File: src/hdl/aat_pkg.sv
// ----------------------------------------------------------------------------
// aat_pkg
// Shared types and constants of the affine bounding-box transform.
// ----------------------------------------------------------------------------
package aat_pkg;

    localparam int SLOT_W    = 32;   // one coordinate or matrix entry slot
    localparam int REG_W     = 64;   // one configuration register
    localparam int REG_IDX_W = 3;
    localparam int AXES      = 3;

    // Configuration register indexes
    typedef enum logic [REG_IDX_W-1:0] {
        REG_ROW0_C01 = 3'd0,
        REG_ROW0_C23 = 3'd1,
        REG_ROW1_C01 = 3'd2,
        REG_ROW1_C23 = 3'd3,
        REG_ROW2_C01 = 3'd4,
        REG_ROW2_C23 = 3'd5
    } t_reg_idx;

    // Identity transform after reset
    localparam logic [REG_W-1:0] RST_ROW0_C01 = 64'h0000_0000_0001_0000;
    localparam logic [REG_W-1:0] RST_ROW0_C23 = 64'h0000_0000_0000_0000;
    localparam logic [REG_W-1:0] RST_ROW1_C01 = 64'h0001_0000_0000_0000;
    localparam logic [REG_W-1:0] RST_ROW1_C23 = 64'h0000_0000_0000_0000;
    localparam logic [REG_W-1:0] RST_ROW2_C01 = 64'h0000_0000_0000_0000;
    localparam logic [REG_W-1:0] RST_ROW2_C23 = 64'h0000_0000_0001_0000;

    // Box corners; mn[0] (min x) sits in the lowest bits
    typedef struct packed {
        logic [AXES-1:0][SLOT_W-1:0] mx;
        logic [AXES-1:0][SLOT_W-1:0] mn;
    } t_box;

    // Matrix m[row][col] and translation t[row], raw slots
    typedef struct packed {
        logic [AXES-1:0][AXES-1:0][SLOT_W-1:0] m;
        logic [AXES-1:0][SLOT_W-1:0]           t;
    } t_matrix;

endpackage

File: src/hdl/aat_sum.sv
// ----------------------------------------------------------------------------
// aat_sum
// Sum stage: translation plus ordered terms, saturation, invalid-box clear.
// ----------------------------------------------------------------------------
module aat_sum #(
    parameter int COORD_BITS = 32,
    parameter int FRAC_BITS  = 16,
    parameter int TERM_W     = 2*COORD_BITS - FRAC_BITS
) (
    input  logic                     i_clk,
    input  logic                     i_en,
    input  logic signed [TERM_W-1:0] i_lo_term [aat_pkg::AXES][aat_pkg::AXES],
    input  logic signed [TERM_W-1:0] i_hi_term [aat_pkg::AXES][aat_pkg::AXES],
    input  logic                     i_box_ok,
    input  aat_pkg::t_matrix         i_mat,
    output aat_pkg::t_box            o_box,
    output logic                     o_box_ok
);

    localparam int SUM_W = TERM_W + 2;
    localparam logic signed [SUM_W-1:0] SAT_HI =
        SUM_W'({1'b0, {(COORD_BITS-1){1'b1}}});
    localparam logic signed [SUM_W-1:0] SAT_LO = ~SAT_HI;

    logic signed [COORD_BITS-1:0] t_c     [aat_pkg::AXES];
    logic signed [SUM_W-1:0]      acc_lo  [aat_pkg::AXES];
    logic signed [SUM_W-1:0]      acc_hi  [aat_pkg::AXES];
    logic signed [COORD_BITS-1:0] sat_lo  [aat_pkg::AXES];
    logic signed [COORD_BITS-1:0] sat_hi  [aat_pkg::AXES];
    aat_pkg::t_box                n_box;

    always_comb begin
        for (int i = 0; i < aat_pkg::AXES; i++) begin
            t_c[i]    = i_mat.t[i][COORD_BITS-1:0];
            acc_lo[i] = SUM_W'(t_c[i]) + SUM_W'(i_lo_term[i][0])
                      + SUM_W'(i_lo_term[i][1]) + SUM_W'(i_lo_term[i][2]);
            acc_hi[i] = SUM_W'(t_c[i]) + SUM_W'(i_hi_term[i][0])
                      + SUM_W'(i_hi_term[i][1]) + SUM_W'(i_hi_term[i][2]);

            if (acc_lo[i] > SAT_HI)      sat_lo[i] = SAT_HI[COORD_BITS-1:0];
            else if (acc_lo[i] < SAT_LO) sat_lo[i] = SAT_LO[COORD_BITS-1:0];
            else                         sat_lo[i] = acc_lo[i][COORD_BITS-1:0];

            if (acc_hi[i] > SAT_HI)      sat_hi[i] = SAT_HI[COORD_BITS-1:0];
            else if (acc_hi[i] < SAT_LO) sat_hi[i] = SAT_LO[COORD_BITS-1:0];
            else                         sat_hi[i] = acc_hi[i][COORD_BITS-1:0];

            if (i_box_ok) begin
                n_box.mn[i] = aat_pkg::SLOT_W'(sat_lo[i]);
                n_box.mx[i] = aat_pkg::SLOT_W'(sat_hi[i]);
            end else begin
                n_box.mn[i] = '0;
                n_box.mx[i] = '0;
            end
        end
    end

    always_ff @(posedge i_clk) begin
        if (i_en) begin
            o_box    <= n_box;
            o_box_ok <= i_box_ok;
        end
    end

endmodule

File: config.mk
export PLATFORM = sky130hd
export DESIGN_NAME = aat_sum
export DESIGN_NICKNAME = d
export VERILOG_FILES = /design/src/hdl/aat_pkg.sv /design/src/hdl/aat_sum.sv
export SDC_FILE = /design/constraint.sdc
export NUM_CORES = 2
export LEC_CHECK = 0
export ABC_CLOCK_PERIOD_IN_PS = 5150
export BUFFER_PORTS_ARGS = -buffer_cell sky130_fd_sc_hd__buf_4
export CAP_MARGIN = 0
export CORE_AREA = 2 2 566 568
export DETAILED_ROUTE_END_ITERATION = 16
export DIE_AREA = 0 0 568 570
export HOLD_SLACK_MARGIN = 0.05
export PLACE_DENSITY = 0.41
export SLEW_MARGIN = 20
export SYNTH_ARGS = -nofsm -noshare
export SYNTH_HDL_FRONTEND = slang
export SYNTH_SLANG_ARGS = --single-unit
File: constraint.sdc
create_clock -name i_clk -period 5.15 [get_ports i_clk]
set_input_delay 0.2575 -clock i_clk [delete_from_list [all_inputs] [get_ports i_clk]]
set_output_delay 0.2575 -clock i_clk [all_outputs]
set_load 0.1 [all_outputs]
==> results_dict.tcl <==
set metrics [dict create \
    outcome "finished clean" \
    gp_congestion 0.978 \
    firstDrtPassIters 5 \
    fp.dieH_um 570 \
    drcViolationCount 0 \
    io_pins 1444 \
    dp_slack_ns -1.33 \
    drt_iter0_drc 2333 \
    multi_input_area_sq_um 31300 \
    hp-class "input pin to flip-flop" \
    critPathMaxFanout 8 \
    die_w_um 568 \
    slew_headroom_pct 40.9 \
    setup_ws_ns 0.0737 \
    route.antenna.remaining_nets 0 \
    ys_seq_area_share_pct 13.8 \
    tightest_slew_ns 0.886 \
    clock_sink_count 193 \
    antenna_found_initial 31 \
    hold_viol 0 \
    setup_viol 0 \
    worst_setup_path_start_kind "input pin" \
    cp.required_ns 5.48 \
    grt_pass1_wl_mm 358 \
    start_util_pct 13.2 \
    final_cell_mix "buf_4 (2000), inv_1 (1255), fa_1 (575)" \
    final_max_slew_viol_count 0 \
    crit_chain "buf_8 > inv_4 > fa_2 > fa_2 > inv_2 > ha_4 > inv_2 > fa_2 > nor2b_4 > o2111ai_4 > buf_6 > a211oi_4 > buf_6 > o2111ai_4 > o211ai_1 > a21boi_2 > xnor2_2 > or4b_1 > or4b_4 > o311ai_4 > buf_6 > buf_16 > o311ai_4" \
    root_buffer "clkbuf_16" \
    cts-buffers-inserted 25 \
    finalCriticalPeriod_ns 5.08 \
    drive_above_1_share_pct 32.5 \
    clk_pin_slew_ns 0.10 \
    cts_tree "built" \
    core-area_sq_um 317000 \
    p_leak_nw 31.3 \
    avgSynthCellArea_sq_um 8.35 \
    synthFlopType "edfxtp_1" \
    die-area_sq_um 324000 \
    fmax_mhz 197 \
    hold_start "i_mat[0]" \
    cts.htree.levels 4 \
    fin_nets 9066 \
    grt_pass1_vias 46987 \
    holdPathStages 3 \
    maxCapViolCount 0 \
    finalPower_w 0.0338 \
    yosysTopAreaCell "fa_1" \
    power_density_nw_per_um2 527 \
    grt_max_degree 81 \
    clockBufferDepth 3 \
    synth_area_sq_um 42000 \
    ctsHoldBuffers 0 \
    end_kind "flip-flop" \
    wl_per_cell_um 23.0 \
    grt_usage_pct 15.5 \
    ys_ff_latch 193 \
    critPathLaunch "i_lo_term[241]" \
    crit_path_top_delay_cell "fa_2" \
    port_buffers 1155 \
    crit_arrival_ns 5.41 \
    rsz0062_at_grt "yes" \
    syn_to_final_growth_pct 52.5 \
    syn_inst 5030 \
    synth_area_leaders "fa_1 (28%), edfxtp_1 (14%), inv_1 (11%)" \
    num_rows 207 \
    min_to "o_box[0]" \
    hpwl_mm 234 \
    routed-via-count 43251 \
    ir_drop_v 0.000509 \
    max_stage_delay_ns 0.64 \
    ys_warn_count 0 \
    critical_path_class "input pin to flip-flop" \
    drt_wl_total_mm 256 \
    final-seq-area_sq_um 5800 \
    vias_per_cell 3.89 \
    synth_edf_count 193 \
    grt-ovfl-total 0 \
    mostFrequentLayoutCell "buf_4" \
    synth_nets 7157 \
    synthDistinctLibCells 93 \
    async_reset_ff_share_pct 0 \
    synth_top_area_share_pct 27.7 \
    period_share_pct 98.6 \
    fillCellCount 35642 \
]
critical path, delay by kind of cell:
family / cells / cell delay (ns)
buf+inv: 8 / 0.88
simple gates: 3 / 1.17
fa+ha+maj: 4 / 1.66
xor+xnor: 1 / 0.16
compound gates: 7 / 1.25
synthesized netlist by cell type, types with 13 or more instances:
library cell  instances
inv_1              1262
fa_1                582
a21oi_1             365
nand2_1             352
ha_1                294
o21ai_0             230
nor2_1              211
edfxtp_1            193
xnor2_1             154
clkbuf_1            147
a21o_1              122
xor2_1              120
nand4_1             117
nand3_1              92
o31ai_1              71
nor3_1               62
o21a_1               45
o21bai_1             38
a211oi_1             36
nor4_1               33
a31oi_1              31
buf_2                31
o21ai_1              26
a31o_2               25
nor2b_1              25
o211ai_1             25
and3_1               24
nand2b_1             18
or3_1                18
a21boi_0             16
and2_1               16
a31o_1               13
o221ai_1             13
routing by layer:
metal  vias up  part of all wire, %  track usage (%)
met1     21411                   46             21.0
met4        12                  2.1             3.51
met3       121                  6.3             2.95
li1      20322                    -                -
met5         -                0.030                0
met2      1385                   46             25.2
power by group:
group / switching, W / internal, W
Clock: 0.000927 / 0.000983
Sequential: 0.000517 / 0.00278
Combinational: 0.0179 / 0.0106
Total: 0.0194 / 0.0144
cell type report:
cell class	instances	share of cell area (%)
Multi-Input combinational cell	3388	48.8
Tap cell	4180	8.16
Clock inverter	7	0.144
Clock buffer	26	0.982
Sequential cell	193	9.04
Inverter	1263	7.41
Timing Repair Buffer	2068	25.4
Antenna cell	7	0.0273
timing repair:
action,in CTS,in global routing
pin swaps,18,29
gates cloned,2,3
setup buffers,14,5
resized for setup,48,50
setup endpoints to repair,64,133
worst max path at each step:
stage | to | cells after the start
after CTS | o_box[52] | 24
after global routing | o_box[43] | 23
after floorplan | o_box[40] | 19
after global placement | o_box[39] | 23
final | o_box[48] | 23
after detailed placement | o_box[37] | 23
flip-flops by register name (all words and copies together), names as in the netlist:
signal    cells
o_box       192
o_box_ok      1
cell families (layout without fill, tap and decap cells):
family                   after synthesis  count (layout)  synth area share [%]
AND/OR/NAND/NOR                     1029            1029                  11.9
adder cells (fa/ha/maj)              876             876                  36.5
AO/OA/AOI/OAI                       1206            1206                  18.9
flip-flops                           193             193                  13.8
XOR/XNOR                             274             274                  5.71
other                                  0               7                     0
buffers and inverters               1449            3364                  13.2
multiplexers                           3               3                0.0715
through the flow:
| stage | setup TNS, ns | util (%) | cell area, sq um | hold slack [ns] | std cells |
|---|---|---|---|---|---|
| floorplan | 0 | - | 42000 | 0.356 | 5030 |
| detailed placement | -113.96 | 19.7 | 62600 | 0.727 | 11073 |
| global placement | -115.58 | 19.7 | 62600 | 0.719 | 11073 |
| global route | -1.56 | 20.2 | 64100 | 0.128 | 11128 |
| finish | 0 | 20.2 | 64100 | 0.161 | 11132 |
| CTS | 0 | 20.1 | 63700 | 0.0907 | 11119 |
(Power assumes the default switching activity.)
