`src/hdl/aat_pkg.sv`:
```
// ----------------------------------------------------------------------------
// aat_pkg
// Shared types and constants of the affine bounding-box transform.
// ----------------------------------------------------------------------------
package aat_pkg;

    localparam int SLOT_W    = 32;   // one coordinate or matrix entry slot
    localparam int REG_W     = 64;   // one configuration register
    localparam int REG_IDX_W = 3;
    localparam int AXES      = 3;

    // Configuration register indexes
    typedef enum logic [REG_IDX_W-1:0] {
        REG_ROW0_C01 = 3'd0,
        REG_ROW0_C23 = 3'd1,
        REG_ROW1_C01 = 3'd2,
        REG_ROW1_C23 = 3'd3,
        REG_ROW2_C01 = 3'd4,
        REG_ROW2_C23 = 3'd5
    } t_reg_idx;

    // Identity transform after reset
    localparam logic [REG_W-1:0] RST_ROW0_C01 = 64'h0000_0000_0001_0000;
    localparam logic [REG_W-1:0] RST_ROW0_C23 = 64'h0000_0000_0000_0000;
    localparam logic [REG_W-1:0] RST_ROW1_C01 = 64'h0001_0000_0000_0000;
    localparam logic [REG_W-1:0] RST_ROW1_C23 = 64'h0000_0000_0000_0000;
    localparam logic [REG_W-1:0] RST_ROW2_C01 = 64'h0000_0000_0000_0000;
    localparam logic [REG_W-1:0] RST_ROW2_C23 = 64'h0000_0000_0001_0000;

    // Box corners; mn[0] (min x) sits in the lowest bits
    typedef struct packed {
        logic [AXES-1:0][SLOT_W-1:0] mx;
        logic [AXES-1:0][SLOT_W-1:0] mn;
    } t_box;

    // Matrix m[row][col] and translation t[row], raw slots
    typedef struct packed {
        logic [AXES-1:0][AXES-1:0][SLOT_W-1:0] m;
        logic [AXES-1:0][SLOT_W-1:0]           t;
    } t_matrix;

endpackage

```
`src/hdl/aat_cfg.sv`:
```
// ----------------------------------------------------------------------------
// aat_cfg
// Configuration register file holding the 3x4 affine matrix.
// ----------------------------------------------------------------------------
module aat_cfg (
    input  logic                           i_clk,
    input  logic                           i_rst_n,
    input  logic                           i_cfg_we,
    input  logic [aat_pkg::REG_IDX_W-1:0]  i_cfg_idx,
    input  logic [aat_pkg::REG_W-1:0]      i_cfg_wdata,
    output aat_pkg::t_matrix               o_mat
);

    logic [aat_pkg::REG_W-1:0] r_row0_c01, r_row0_c23;
    logic [aat_pkg::REG_W-1:0] r_row1_c01, r_row1_c23;
    logic [aat_pkg::REG_W-1:0] r_row2_c01, r_row2_c23;

    always_ff @(posedge i_clk) begin
        if (!i_rst_n) begin
            r_row0_c01 <= aat_pkg::RST_ROW0_C01;
            r_row0_c23 <= aat_pkg::RST_ROW0_C23;
            r_row1_c01 <= aat_pkg::RST_ROW1_C01;
            r_row1_c23 <= aat_pkg::RST_ROW1_C23;
            r_row2_c01 <= aat_pkg::RST_ROW2_C01;
            r_row2_c23 <= aat_pkg::RST_ROW2_C23;
        end else if (i_cfg_we) begin
            case (aat_pkg::t_reg_idx'(i_cfg_idx))
                aat_pkg::REG_ROW0_C01: r_row0_c01 <= i_cfg_wdata;
                aat_pkg::REG_ROW0_C23: r_row0_c23 <= i_cfg_wdata;
                aat_pkg::REG_ROW1_C01: r_row1_c01 <= i_cfg_wdata;
                aat_pkg::REG_ROW1_C23: r_row1_c23 <= i_cfg_wdata;
                aat_pkg::REG_ROW2_C01: r_row2_c01 <= i_cfg_wdata;
                aat_pkg::REG_ROW2_C23: r_row2_c23 <= i_cfg_wdata;
                default: ;  // unmapped index, write dropped
            endcase
        end
    end

    always_comb begin
        o_mat.m[0][0] = r_row0_c01[31:0];
        o_mat.m[0][1] = r_row0_c01[63:32];
        o_mat.m[0][2] = r_row0_c23[31:0];
        o_mat.t[0]    = r_row0_c23[63:32];
        o_mat.m[1][0] = r_row1_c01[31:0];
        o_mat.m[1][1] = r_row1_c01[63:32];
        o_mat.m[1][2] = r_row1_c23[31:0];
        o_mat.t[1]    = r_row1_c23[63:32];
        o_mat.m[2][0] = r_row2_c01[31:0];
        o_mat.m[2][1] = r_row2_c01[63:32];
        o_mat.m[2][2] = r_row2_c23[31:0];
        o_mat.t[2]    = r_row2_c23[63:32];
    end

endmodule

```
`config.mk`:
```
export PLATFORM = sky130hd
export DESIGN_NAME = aat_cfg
export DESIGN_NICKNAME = d
export VERILOG_FILES = /design/src/hdl/aat_pkg.sv /design/src/hdl/aat_cfg.sv
export SDC_FILE = /design/constraint.sdc
export NUM_CORES = 1
export LEC_CHECK = 0
export BUFFER_PORTS_ARGS = -buffer_cell sky130_fd_sc_hd__buf_2
export CORE_AREA = 2 2 175 177
export CTS_CLUSTER_DIAMETER = 80
export DETAILED_ROUTE_END_ITERATION = 12
export DIE_AREA = 0 0 177 179
export HOLD_SLACK_MARGIN = 0.15
export PLACE_DENSITY_LB_ADDON = 0.25
export SLEW_MARGIN = 20
export SYNTH_ARGS = -nofsm -noshare
export SYNTH_HDL_FRONTEND = slang
export SYNTH_SLANG_ARGS = --single-unit
```
`constraint.sdc`:
```
create_clock -name i_clk -period 1.41 [get_ports i_clk]
set_input_delay 0.282 -clock i_clk [delete_from_list [all_inputs] [get_ports i_clk]]
set_output_delay 0.282 -clock i_clk [all_outputs]
set_load 0.02 [all_outputs]
```
==> out/metrics.cfg, run 1 <==
[layout]
insertedDiodeCount = 0
areaGrowthSynthToFinish_pct = 29.5
fin_nets = 1851
postLayoutCoreUtil_pct = 60.7
drive_gt1_share_pct = 31.6
stdcell_count = 2205
design_area_mm2 = 0.0182

[setup_path]
path_cells = buf_2
cp-start-kind = register
cp.arrival_ps = 1110
path_buf_inv = 1
r2r-start = r_row2_c23[43]
crit_path_end_kind = output port
endpoint = o_mat[119]
crit_family = flip-flops
path_depth = 1
crit_type = reg -> out
startpoint = r_row0_c01[23]
timing.rr.end = r_row2_c23[43]
r2r_slack_ps = 740
max_stage_delay_ps = 380
required_ps = 1130
slowest_stage = dfxtp_1
cp_max_fo = 2
rr_worst_depth = 2

[die]
initial_utilization_pct = 46.8
boundaryPins = 454
num_rows = 64
die_x_um = 177
coreArea_mm2 = 0.0300
die_h_um = 179
die-area_mm2 = 0.0317

[routing]
drt_iter0_markers = 430
drt_first_pass_iters = 4
drt_wl_total_um = 39700
via_per_inst = 4.97
post-route-drc-count = 0
wl_per_cell_um = 18.0
ant_nets = 0
via_count = 10956

[power_and_ir_drop]
ir_worst_vdd_v = 0.000921
p_leak_nw = 10.2
p_per_area_mw_per_mm2 = 1280
power_mw = 23.3

[logic_synthesis]
syn-cell-area_mm2 = 0.0141
synth_nets = 1386
synth_seq_cells = 384
avgSynthCellArea_um2 = 10.7
ys_seq_area_share_pct = 54.7
synth_cell_type_count = 12
synthCells = 1316
ys.warnings.count = 0

[sta]
min_period_ps = 1390
max_freq_mhz = 717
setup_tns_ps = 0
worst_pin_slew_ps = 389
rsz0062_at_grt = no
slew_viol_final = 0
final-setup-viol-count = 0
clock-skew-final_ps = 0
slew_headroom_pct = 74.1
final_hold_viol_count = 0
fin_crit_sh_pct = 98.9

[clocking]
clkLatencyLatePin_ps = 510
clock-sinks = 384
post_cts_buffers = 0
cts-root-buf = clkbuf_16
clk_pin_slew_ps = 60
cts_tree = done
htree_levels = 2
cts_made_buffers = 39
clockBufferDepth = 3

[global_routing]
grt_max_degree = 80
grt_pass1_wl_um = 59500
overflow = 0
grtUsageTotal_pct = 23.8
grt_pass1_vias = 10563
antenna_found_initial = 0

[placement]
dp.cells = 2128
placed_cell_area_mm2 = 0.0169
port_buffers = 453
routabilityCongestion = 0.776
dp_hpwl_um = 27400

[flow_run]
max-cap-violations = 0

[hold_path]
hold_path.class = in -> reg

[outcome]
status = finished clean

## worst min-delay path by stage
stage                     from        endpoint  slack (ps)  depth (start not counted)
6_report       i_cfg_wdata[14]  r_row1_c01[14]         160                          3
3_3_place_gp    r_row0_c01[62]  r_row0_c01[62]         440                          2
2_1_floorplan  i_cfg_wdata[48]  r_row1_c01[48]         440                          2
3_5_place_dp    r_row0_c01[26]  r_row0_c01[26]         440                          2
4_1_cts        i_cfg_wdata[13]  r_row1_c23[13]         150                          3
5_1_grt        i_cfg_wdata[57]  r_row0_c23[57]         160                          3
## cell usage in the layout (no fill, tap or decap), drive strengths merged
cell type and instances:
buf 508, bufinv 2, clkbuf 59, clkinv 5
clkinvlp 2, dfxtp 384, dlygate4sd3 8, inv 1
mux2i 384, nand2 445, nand4b 2, nand4bb 3
nor2b 5, nor4b 1
## sequential cells by signal, indices dropped and copies added, names as in the netlist
name	cells
r_row2_c23	64
r_row0_c01	64
r_row1_c01	64
r_row1_c23	64
r_row0_c23	64
r_row2_c01	64
## Yosys cell counts (all sizes together)
cell type	n	area, um2
nor4b	1	23.8
nand2	445	1670
nor2b	5	31.3
buf	86	736
clkbuf	6	22.5
nand4b	2	17.5
nand4bb	3	33.8
mux2i	384	3840
dfxtp	384	7690
## power by group
part / switching [mW] / internal [mW]
Combinational: 1.13 / 0.646
Clock: 4.19 / 6.12
Sequential: 0.122 / 11.1
## final cells by class
type / instances / area (um2)
Multi-Input combinational cell: 840 / 5670
Clock inverter: 10 / 109
Clock buffer: 59 / 1170
Timing Repair Buffer: 516 / 3090
Sequential cell: 384 / 7690
Fill cell: 2601 / 11800
Tap cell: 396 / 495
## logic make-up (layout without fill, tap and decap cells)
family                 count (synthesis)  after routing  synth area share (%)
and+or+nand+nor                      456            456                  12.6
buffers and inverters                 92            585                  5.39
muxes                                384            384                  27.3
DFF                                  384            384                  54.7
## repair_timing
| item | CTS | global route |
|---|---|---|
| endpoints found under the setup margin | 1 | 0 |
| hold buffers | 8 | 0 |
| endpoints found under the hold margin | 23 | 0 |
| gates resized for setup | 1 | 0 |
## per-layer routing
layer	share of wire (%)	global-route usage, %	vias up
met5	0	0	-
met1	42	29.7	5210
met4	3.1	8.02	0
met2	47	39.8	404
li1	-	-	5267
met3	7.9	6.66	75
## per-stage QoR
step                hold slack [ps]  worst slack [ps]
floorplan                       442               265
global placement                439             -39.0
detailed placement              444             -86.7
CTS                             150              14.0
global route                    162              4.49
finish                          159              15.8
No activity file was read; power rests on OpenSTA's default activity.
==> inputs of run 2 (changes only) <==
- BUFFER_PORTS_ARGS: -buffer_cell sky130_fd_sc_hd__buf_2 -> -buffer_cell sky130_fd_sc_hd__buf_4
==> out/metrics.cfg, run 2 (synthesis gave the netlist of run 1 again) <==
[power_and_ir_drop]
ir_worst_vdd_v = 0.000813  ; -12%
p_leak_nw = 10.2  ; +0.73%
p_per_area_mw_per_mm2 = 1210  ; -5.3%

[die]
coreArea_mm2 = 0.0300  ; unchanged
die-area_mm2 = 0.0317  ; unchanged
die_h_um = 179  ; unchanged
boundaryPins = 454  ; unchanged
num_rows = 64  ; unchanged
initial_utilization_pct = 46.8  ; unchanged
die_x_um = 177  ; unchanged

[routing]
ant_nets = 0  ; unchanged
wl_per_cell_um = 18.3  ; +1.6%
drt_wl_total_um = 40400  ; +1.8%
drt_first_pass_iters = 5  ; +1
via_per_inst = 5.04  ; +1.4%
via_count = 11145  ; +1.7%
drt_iter0_markers = 463  ; +7.7%
post-route-drc-count = 0  ; unchanged

[sta]
slew_viol_final = 0  ; unchanged
final-setup-viol-count = 0  ; unchanged
slew_headroom_pct = 75.5  ; +1.4 points
final_hold_viol_count = 0  ; unchanged
rsz0062_at_grt = yes
worst_pin_slew_ps = 366  ; -22.4 ps
fin_crit_sh_pct = 97.4  ; -1.5 points
clock-skew-final_ps = 0  ; unchanged
min_period_ps = 1370  ; -21.2 ps
max_freq_mhz = 728  ; +1.5%

[setup_path]
crit_type = reg -> out
cp_max_fo = 2  ; unchanged
max_stage_delay_ps = 400  ; +20 ps
path_cells = buf_4
crit_path_end_kind = output port
crit_family = flip-flops
required_ps = 1130  ; about the same
cp-start-kind = register
cp.arrival_ps = 1090  ; -20 ps
slowest_stage = dfxtp_1
path_buf_inv = 1  ; unchanged

[clocking]
htree_levels = 2  ; unchanged
clock-sinks = 384  ; unchanged
cts-root-buf = clkbuf_16
cts_tree = done
clk_pin_slew_ps = 60  ; about the same
cts_made_buffers = 39  ; unchanged
clkLatencyLatePin_ps = 500  ; about the same
clockBufferDepth = 3  ; unchanged

[flow_run]
max-cap-violations = 0  ; unchanged

[placement]
dp_hpwl_um = 28400  ; +3.5%
placed_cell_area_mm2 = 0.0180  ; +6.7%
port_buffers = 453  ; unchanged
routabilityCongestion = 0.810  ; +4.4%
dp.cells = 2134  ; +0.28%

[layout]
final_common_cell = buf_4
drive_gt1_share_pct = 31.8  ; +0.28 points
fin_nets = 1862  ; +0.59%
final_cell_mix = buf_4, nand2_1, mux2i_1, dfxtp_1, clkbuf_16
areaGrowthSynthToFinish_pct = 37.9
stdcell_count = 2211  ; +0.27%
insertedDiodeCount = 0  ; unchanged
design_area_mm2 = 0.0194  ; +6.4%

[global_routing]
grt_max_degree = 57  ; -29%
grtUsageTotal_pct = 24.2  ; +0.36 points
grt_pass1_vias = 10752  ; +1.8%
antenna_found_initial = 0  ; unchanged
grt_pass1_wl_um = 60200  ; +1.3%
overflow = 0  ; unchanged

[outcome]
status = finished clean

[hold_path]
hold_path.class = in -> reg

[run 2: cell types whose count changed in the layout (fill, tap and decap cells not counted), sizes merged]
cell | before | now
clkinvlp | 2 | 0
dlygate4sd3 | 8 | 13
buf | 508 | 514
clkinv | 5 | 2
[run 2: area by class of cell]
| type | count | area (um2) |
|---|---|---|
| multi-input combinational | 840 | 5680 |
| fill | 2397 | 10600 |
| tap | 396 | 495 |
| timing repair buffer | 527 | 4260 |
| clock inverter | 5 | 78.8 |
| clock buffer | 59 | 1190 |
| sequential | 384 | 7690 |
[run 2: timing repair]
| action | CTS | global route |
|---|---|---|
| hold buffers | 11 | 2 |
| setup endpoints to repair | 0 | 8 |
| buffers inserted | 0 | 0 |
| hold endpoints to repair | 36 | 3 |
| resized for setup | 0 | 4 |
[run 2: path summary, 6_finish.rpt]
kind,from,end,cells after the start,slack (ps)
worst max-delay path,r_row2_c23[1],o_mat[353],1,40
worst min register to register,r_row0_c01[12],r_row0_c01[12],2,460
worst min-delay path,i_cfg_wdata[33],r_row1_c01[33],3,150
worst max register to register,r_row2_c23[1],r_row2_c23[1],2,740
[run 2: stage by stage]
step,util (%),setup slack [ps],power (mW),setup TNS (ps),hold WS (ps)
after CTS,64.5,23.7,23.6,0,152
after detailed placement,59.9,-84.1,13.4,-1560,451
after floorplan,-,265,12.5,0,442
final,64.6,37.0,23.5,0,149
after global placement,59.9,-53.9,13.4,-1030,444
after global routing,64.6,-5.69,24.2,-11.4,164
[run 2: per-layer routing]
metal	vias to the layer above	track usage [%]	part of all wire [%]
met5	-	0	0
met4	0	8.61	3.2
met3	81	7.12	8.7
met2	411	39.8	46
met1	5367	30.2	42
li1	5286	-	-
[run 2: power by group]
group	total (mW)	internal, mW	switching [mW]
registers	11.2	11.1	0.137
clock network	10.3	6.18	4.11
logic	1.97	0.826	1.15
